===== src/rtl/core/poram_pkg.sv =====
// Shared constants, types and path-index helpers for the path ORAM block.
`default_nettype none
package poram_pkg;

	localparam int TREE_LEVELS  = 5;
	localparam int BUCKET_SLOTS = 4;
	localparam int BLOCK_COUNT  = 16;
	localparam int STASH_DEPTH  = 64;
	localparam int DATA_WIDTH   = 32;

	localparam int LEAF_W       = TREE_LEVELS - 1;
	localparam int BUCKET_COUNT = (1 << TREE_LEVELS) - 1;
	localparam int SLOT_COUNT   = BUCKET_COUNT * BUCKET_SLOTS;
	localparam int SLOT_AW      = $clog2(SLOT_COUNT);
	localparam int BLK_W        = $clog2(BLOCK_COUNT);
	localparam int FILL_W       = $clog2(STASH_DEPTH + 1);
	localparam int SIDX_W       = $clog2(STASH_DEPTH);
	localparam int LVL_W        = (TREE_LEVELS > 1) ? $clog2(TREE_LEVELS) : 1;
	localparam int PLC_W        = $clog2(BUCKET_SLOTS + 1);

	localparam logic OP_READ  = 1'b0;
	localparam logic OP_WRITE = 1'b1;

	// one stash entry; leaf caches the position map of blk
	typedef struct packed {
		logic                  vld;
		logic [BLK_W-1:0]      blk;
		logic [LEAF_W-1:0]     leaf;
		logic [DATA_WIDTH-1:0] data;
	} stash_ent_t;

	// stash chain control: shift the row, load one cell at wptr
	typedef struct packed {
		logic              shift;
		logic              load;
		logic [SIDX_W-1:0] wptr;
	} stash_ctl_t;

	typedef struct packed {
		logic [BLK_W-1:0]      blk;
		logic [DATA_WIDTH-1:0] data;
	} slot_t;

	// slot address of slot s in the bucket of level lvl on the path to leaf
	function automatic logic [SLOT_AW-1:0] slot_addr(input logic [LEAF_W-1:0] leaf,
			input logic [LVL_W-1:0] lvl, input logic [PLC_W-1:0] s);
		int b;
		b = ((1 << lvl) - 1) + int'(leaf >> (LEAF_W - int'(lvl)));
		return SLOT_AW'(b * BUCKET_SLOTS + int'(s));
	endfunction

	// both leaves pass through the same bucket at level lvl
	function automatic logic same_bucket(input logic [LEAF_W-1:0] a,
			input logic [LEAF_W-1:0] b, input logic [LVL_W-1:0] lvl);
		return (a >> (LEAF_W - int'(lvl))) == (b >> (LEAF_W - int'(lvl)));
	endfunction

endpackage
`default_nettype wire


===== src/rtl/core/poram_cell.sv =====
// One stash cell: holds an entry, takes its neighbor's on shift or a new one on load.
`default_nettype none
module poram_cell import poram_pkg::*; (
	input  wire logic       clk,
	input  wire logic       arst_n,
	input  wire logic       shift,
	input  wire logic       load,
	input  wire stash_ent_t nbr,
	input  wire stash_ent_t load_data,
	output stash_ent_t      ent
);

	logic                  vld_q;
	logic [BLK_W-1:0]      blk_q;
	logic [LEAF_W-1:0]     leaf_q;
	logic [DATA_WIDTH-1:0] data_q;

	// track occupancy
	always_ff @(posedge clk or negedge arst_n) begin
		if (!arst_n) begin
			vld_q <= 1'b0;
		end else if (load) begin
			vld_q <= load_data.vld;
		end else if (shift) begin
			vld_q <= nbr.vld;
		end
	end

	// hold entry contents
	always_ff @(posedge clk) begin
		if (load) begin
			blk_q  <= load_data.blk;
			leaf_q <= load_data.leaf;
			data_q <= load_data.data;
		end else if (shift) begin
			blk_q  <= nbr.blk;
			leaf_q <= nbr.leaf;
			data_q <= nbr.data;
		end
	end

	assign ent = '{vld: vld_q, blk: blk_q, leaf: leaf_q, data: data_q};

endmodule
`default_nettype wire


===== src/rtl/core/poram_stash.sv =====
// Stash as a row of cells shifting toward the head, with a loadable cell at wptr.
`default_nettype none
module poram_stash import poram_pkg::*; (
	input  wire logic       clk,
	input  wire logic       arst_n,
	input  wire stash_ctl_t ctl,
	input  wire stash_ent_t load_data,
	output stash_ent_t      head
);

	stash_ent_t ent [STASH_DEPTH+1];

	// an empty entry enters behind the last cell
	assign ent[STASH_DEPTH] = '0;

	for (genvar i = 0; i < STASH_DEPTH; i++) begin : g_cell
		logic sel;

		assign sel = ctl.load && (ctl.wptr == SIDX_W'(i));

		poram_cell u_cell (
			.clk       (clk),
			.arst_n    (arst_n),
			.shift     (ctl.shift),
			.load      (sel),
			.nbr       (ent[i+1]),
			.load_data (load_data),
			.ent       (ent[i])
		);
	end

	assign head = ent[0];

endmodule
`default_nettype wire

===== config.mk =====
export PLATFORM = sky130hd
export DESIGN_NAME = poram_stash
export DESIGN_NICKNAME = d
export VERILOG_FILES = /design/src/rtl/core/poram_pkg.sv /design/src/rtl/core/poram_cell.sv /design/src/rtl/core/poram_stash.sv
export SDC_FILE = /design/constraint.sdc
export NUM_CORES = 2
export LEC_CHECK = 0
export BUFFER_PORTS_ARGS = -buffer_cell sky130_fd_sc_hd__clkbuf_2
export CORE_ASPECT_RATIO = 0.5
export CORE_MARGIN = 2
export CORE_UTILIZATION = 60
export CTS_CLUSTER_SIZE = 28
export DETAILED_ROUTE_END_ITERATION = 8
export PLACE_DENSITY = 0.81
export SYNTH_ARGS = -nofsm -noshare
export SYNTH_HDL_FRONTEND = slang
export SYNTH_SLANG_ARGS = --single-unit

===== constraint.sdc =====
create_clock -name clk -period 1.65 [get_ports clk]
set_clock_uncertainty 0.15 [all_clocks]
set_input_delay 0.165 -clock clk [delete_from_list [all_inputs] [get_ports clk]]
set_output_delay 0.165 -clock clk [all_outputs]
set_load 0.02 [all_outputs]

==> metrics list <==
- The worst register-to-register path begins at g_cell[33].u_cell.vld_q$_DFFE_PN0P_.
- Counting cells, the worst reg-to-reg path comes to 2.
- In this run the number of cells on the critical path is 1.
- Synthesized cell area: 112000 um2
- In this design, the largest share of critical-path delay is due to flip-flops.
- In this run the worst path has a maximum fanout of 1.
* Clk Tree Root Cell: sky130_fd_sc_hd__clkbuf_16
- For met2 alone, demand over resource in global routing was 40.4%.
* Proportion of synthesized chip area in sequential cells: about 70%
- Setup violations remaining at the end of the flow were counted as 41.
* Average vias per placed instance: 6.10
* Clock latency reported for the late side of the worst-skew pair: 870 ps
* Final count of hold timing violations: 0
- During placement, the flow inserted port buffers numbering 91.
* Clock sink count: 2624
- Violations in the final reports: setup timing
* Total routing resource utilization after global routing: 23.5%
- For this run, design rule violations remaining after detail routing come to 0.
- Tracing the worst setup path back leads to its startpoint at g_cell[0].u_cell.data_q[27]$_DFFE_PP_.
- First-pass GRT wire length: 347000 um
- Worst Slack Setup Final: -271 ps
* Total leakage power: between 40 and 50 nW
- Number of optimization iterations in the first detailed-route pass: 5
- Tightest slew margin relative to the limit: 29.4%
- In the finished design, the share of the clock period the worst path needs comes to 116%.
- Power spread over the standard cell area amounts to 1110 nW/um2.
- Setup slack of the most critical reg-to-reg path: 420 ps
* Num CTS Buffers: 222
- Worst Hold Endpoint: g_cell[63].u_cell.data_q[10]$_SDFFCE_PN0P_
- Total count of max-transition violations in the final report: 0
- Wires add up to around 220000 um.
- Initial standard-cell utilization of the core: between 60% and 70%
- STA classifies the critical path endpoint as an output pin.
- Total core area: 186000 um2
- Clock-pin slew was measured on the worst setup and hold paths at 70 ps.
* Antenna violations before repair: 5
* Minimum period implied by the final worst setup slack: 1920 ps
- The floorplan step set the die height to 310 um.
* Post-synthesis instance total: 6080
- Yosys reg bits: around 2600
- GR peak layer: met2
- Maximum number of pins on one net before global-route repair: 65
- Transition time at the pin with the least slew margin: 1060 ps
- Average wire per standard cell: 25.2 um
- Proportion of layout cells with a drive suffix above 1: between 50 and 60%
* DR vias: 54147
* Max IR drop VDD: 839 uV
- The first routing iteration left about 5200 violations.
- Syn_area_per_cell: 18.5 um2
- Number of buffers and inverters on the critical path: 1
* Vias in the first global route: 57349
* Die Outline Area: 191000 um2
- Global-route track usage on met3: 3.79%
* Commonest non-fill, non-tap cell in the layout: sky130_fd_sc_hd__mux2_2
- Worst Path Required: 1330 ps
* Synthesis-to-finish area growth: 13.0%
* Worst hold path class: in -> reg
- Utilization after layout: 68.1%
- Overflow left after global routing: 0
* Synthesized Nets: 6131
- Timing would allow up to about 520 MHz.
- The critical path is of the reg -> out type.
- Number of warning messages in the yosys log: 0
- The die is 616 um wide.
- Distinct cell type count of the synthesized netlist: 28
- Traced cell by cell, the critical path runs through clkbuf_8.
- After legalization and detailed placement, the total HPWL measured 135000 um.
- Setup slack after placement: -729 ps
- Data on the critical path arrives at its endpoint at 1610 ps.
* H-tree depth reported by CTS: 4
- Met1 usage in global routing: 31.9%
- Nets: 6252
- Unrepaired setup endpoints after global routing: yes
- The clock passes through at most 4 buffers.
* Slowest stage cell on the critical path: sky130_fd_sc_hd__edfxtp_1
- The initialized floorplan defines 112 standard-cell rows.
- Top library cells by usage in the layout, fill and taps aside: 2628 x sky130_fd_sc_hd__mux2_2, 2560 x sky130_fd_sc_hd__edfxtp_1, 224 x sky130_fd_sc_hd__buf_12
* Number of cells on the worst hold path: 2
* Outcome: finished, violations left
* Number of top-level pins: 92
* Routability congestion estimate: about 0.87
- Endpoint of the worst register-to-register path: g_cell[33].u_cell.vld_q$_DFFE_PN0P_
* Max-Cap Viols: 0
- Type of origin of the critical path: flip-flop
* CTS tree: built
- In this design, the stage delay of the slowest critical-path cell is 530 ps.
- The startpoint identified for the worst hold timing path is load_data[10].
* ANT nets after route: 0
==> power by group <==
group / switching, W / internal, W
combinational: 0.00481 / 0.00473
clock: 0.0233 / 0.0280
sequential: 0.00139 / 0.0782
total: 0.0295 / 0.111
==> Yosys cell counts <==
master                     instances  area, um2
sky130_fd_sc_hd__mux2_2         2628      29600
sky130_fd_sc_hd__edfxtp_1       2560      76900
sky130_fd_sc_hd__clkbuf_1        265        995
sky130_fd_sc_hd__buf_2           247       1240
sky130_fd_sc_hd__dfrtp_1          64       1600
sky130_fd_sc_hd__buf_4            53        398
sky130_fd_sc_hd__buf_1            51        191
sky130_fd_sc_hd__nand2b_1         44        275
sky130_fd_sc_hd__and2_1           40        250
sky130_fd_sc_hd__nand2_1          36        135
sky130_fd_sc_hd__or2_2            20        125
sky130_fd_sc_hd__mux2_1           19        214
sky130_fd_sc_hd__nor2_1           15       56.3
sky130_fd_sc_hd__nand2_2           8       50.1
sky130_fd_sc_hd__nor2_2            5       31.3
sky130_fd_sc_hd__nor4bb_1          5       50.1
sky130_fd_sc_hd__nand4b_1          4       35.0
sky130_fd_sc_hd__nor4b_2           4       60.1
sky130_fd_sc_hd__and3b_1           2       17.5
sky130_fd_sc_hd__nand3b_1          2       15.0
sky130_fd_sc_hd__and3_1            1       6.26
sky130_fd_sc_hd__and4bb_2          1       12.5
sky130_fd_sc_hd__nand3_1           1       5.00
sky130_fd_sc_hd__nand4_1           1       6.26
sky130_fd_sc_hd__nor2b_1           1       6.26
sky130_fd_sc_hd__nor3b_1           1       7.51
sky130_fd_sc_hd__nor4_2            1       12.5
sky130_fd_sc_hd__or3b_1            1       8.76
==> kinds of logic after synthesis <==
kind of cell	Yosys count	share of synthesized area, %
buf+inv	616	2.51
mux	2647	26.5
simple gates	193	1.04
flops	2624	69.9
==> worst reg2reg max path: stages, from the launching register on <==
cell and delay [ps]:
sky130_fd_sc_hd__dfrtp_1 420, sky130_fd_sc_hd__mux2_2 280, sky130_fd_sc_hd__mux2_2 260
==> through the flow <==
step | cells | cell area [um2] | total power, W | TNS (ps) | hold slack [ps]
global route | 8874 | 127000 | 0.145 | -5100 | 28.1
detailed placement | 8443 | 119000 | 0.0903 | -2250070 | -69.0
CTS | 8873 | 127000 | 0.141 | -5360 | 0.216
finish | 8875 | 127000 | 0.140 | -3220 | 48.9
global placement | 8443 | 119000 | 0.0898 | -2193400 | -71.9
floorplan | 6080 | 113000 | 0.0866 | -1060440 | -281
==> state kept, by name, summed over array words and instances (netlist names) <==
name	flops
g_cell.u_cell.vld_q	64
g_cell.u_cell.blk_q	256
g_cell.u_cell.leaf_q	256
g_cell.u_cell.data_q	2048
==> per-layer routing <==
layer / wire length (um) / vias up
li1: - / 23729
met1: 94000 / 28495
met2: 112000 / 1626
met3: 13600 / 297
met4: 4510 / 0
met5: 0 / -
==> worst max path at each step <==
stage	to	slack [ps]
3_3_place_gp	g_cell[31].u_cell.data_q[20]$_DFFE_PP_	-720
4_1_cts	head[27]	-350
6_report	head[27]	-270
2_1_floorplan	g_cell[15].u_cell.blk_q[0]$_DFFE_PP_	-400
3_5_place_dp	g_cell[31].u_cell.data_q[17]$_DFFE_PP_	-730
5_1_grt	head[27]	-300
==> repair_timing <==
| action | CTS | global route |
|---|---|---|
| hold buffers | 41 | 0 |
| hold endpoints to repair | 573 | 0 |
| pin swaps | 0 | 0 |
| gates resized for setup | 4 | 108 |
| endpoints found under the setup margin | 41 | 136 |
| buffers inserted | 0 | 1 |
==> layout make-up <==
type	count	area (um2)
fillers	11000	59300
repair buffers	513	6850
well taps	2508	3140
multi-input cells	2840	31600
clock inverters	99	940
flip-flops and latches	2624	78500
clock buffers	290	5920
diodes	1	2.50
No activity file was read; power rests on OpenSTA's default activity.
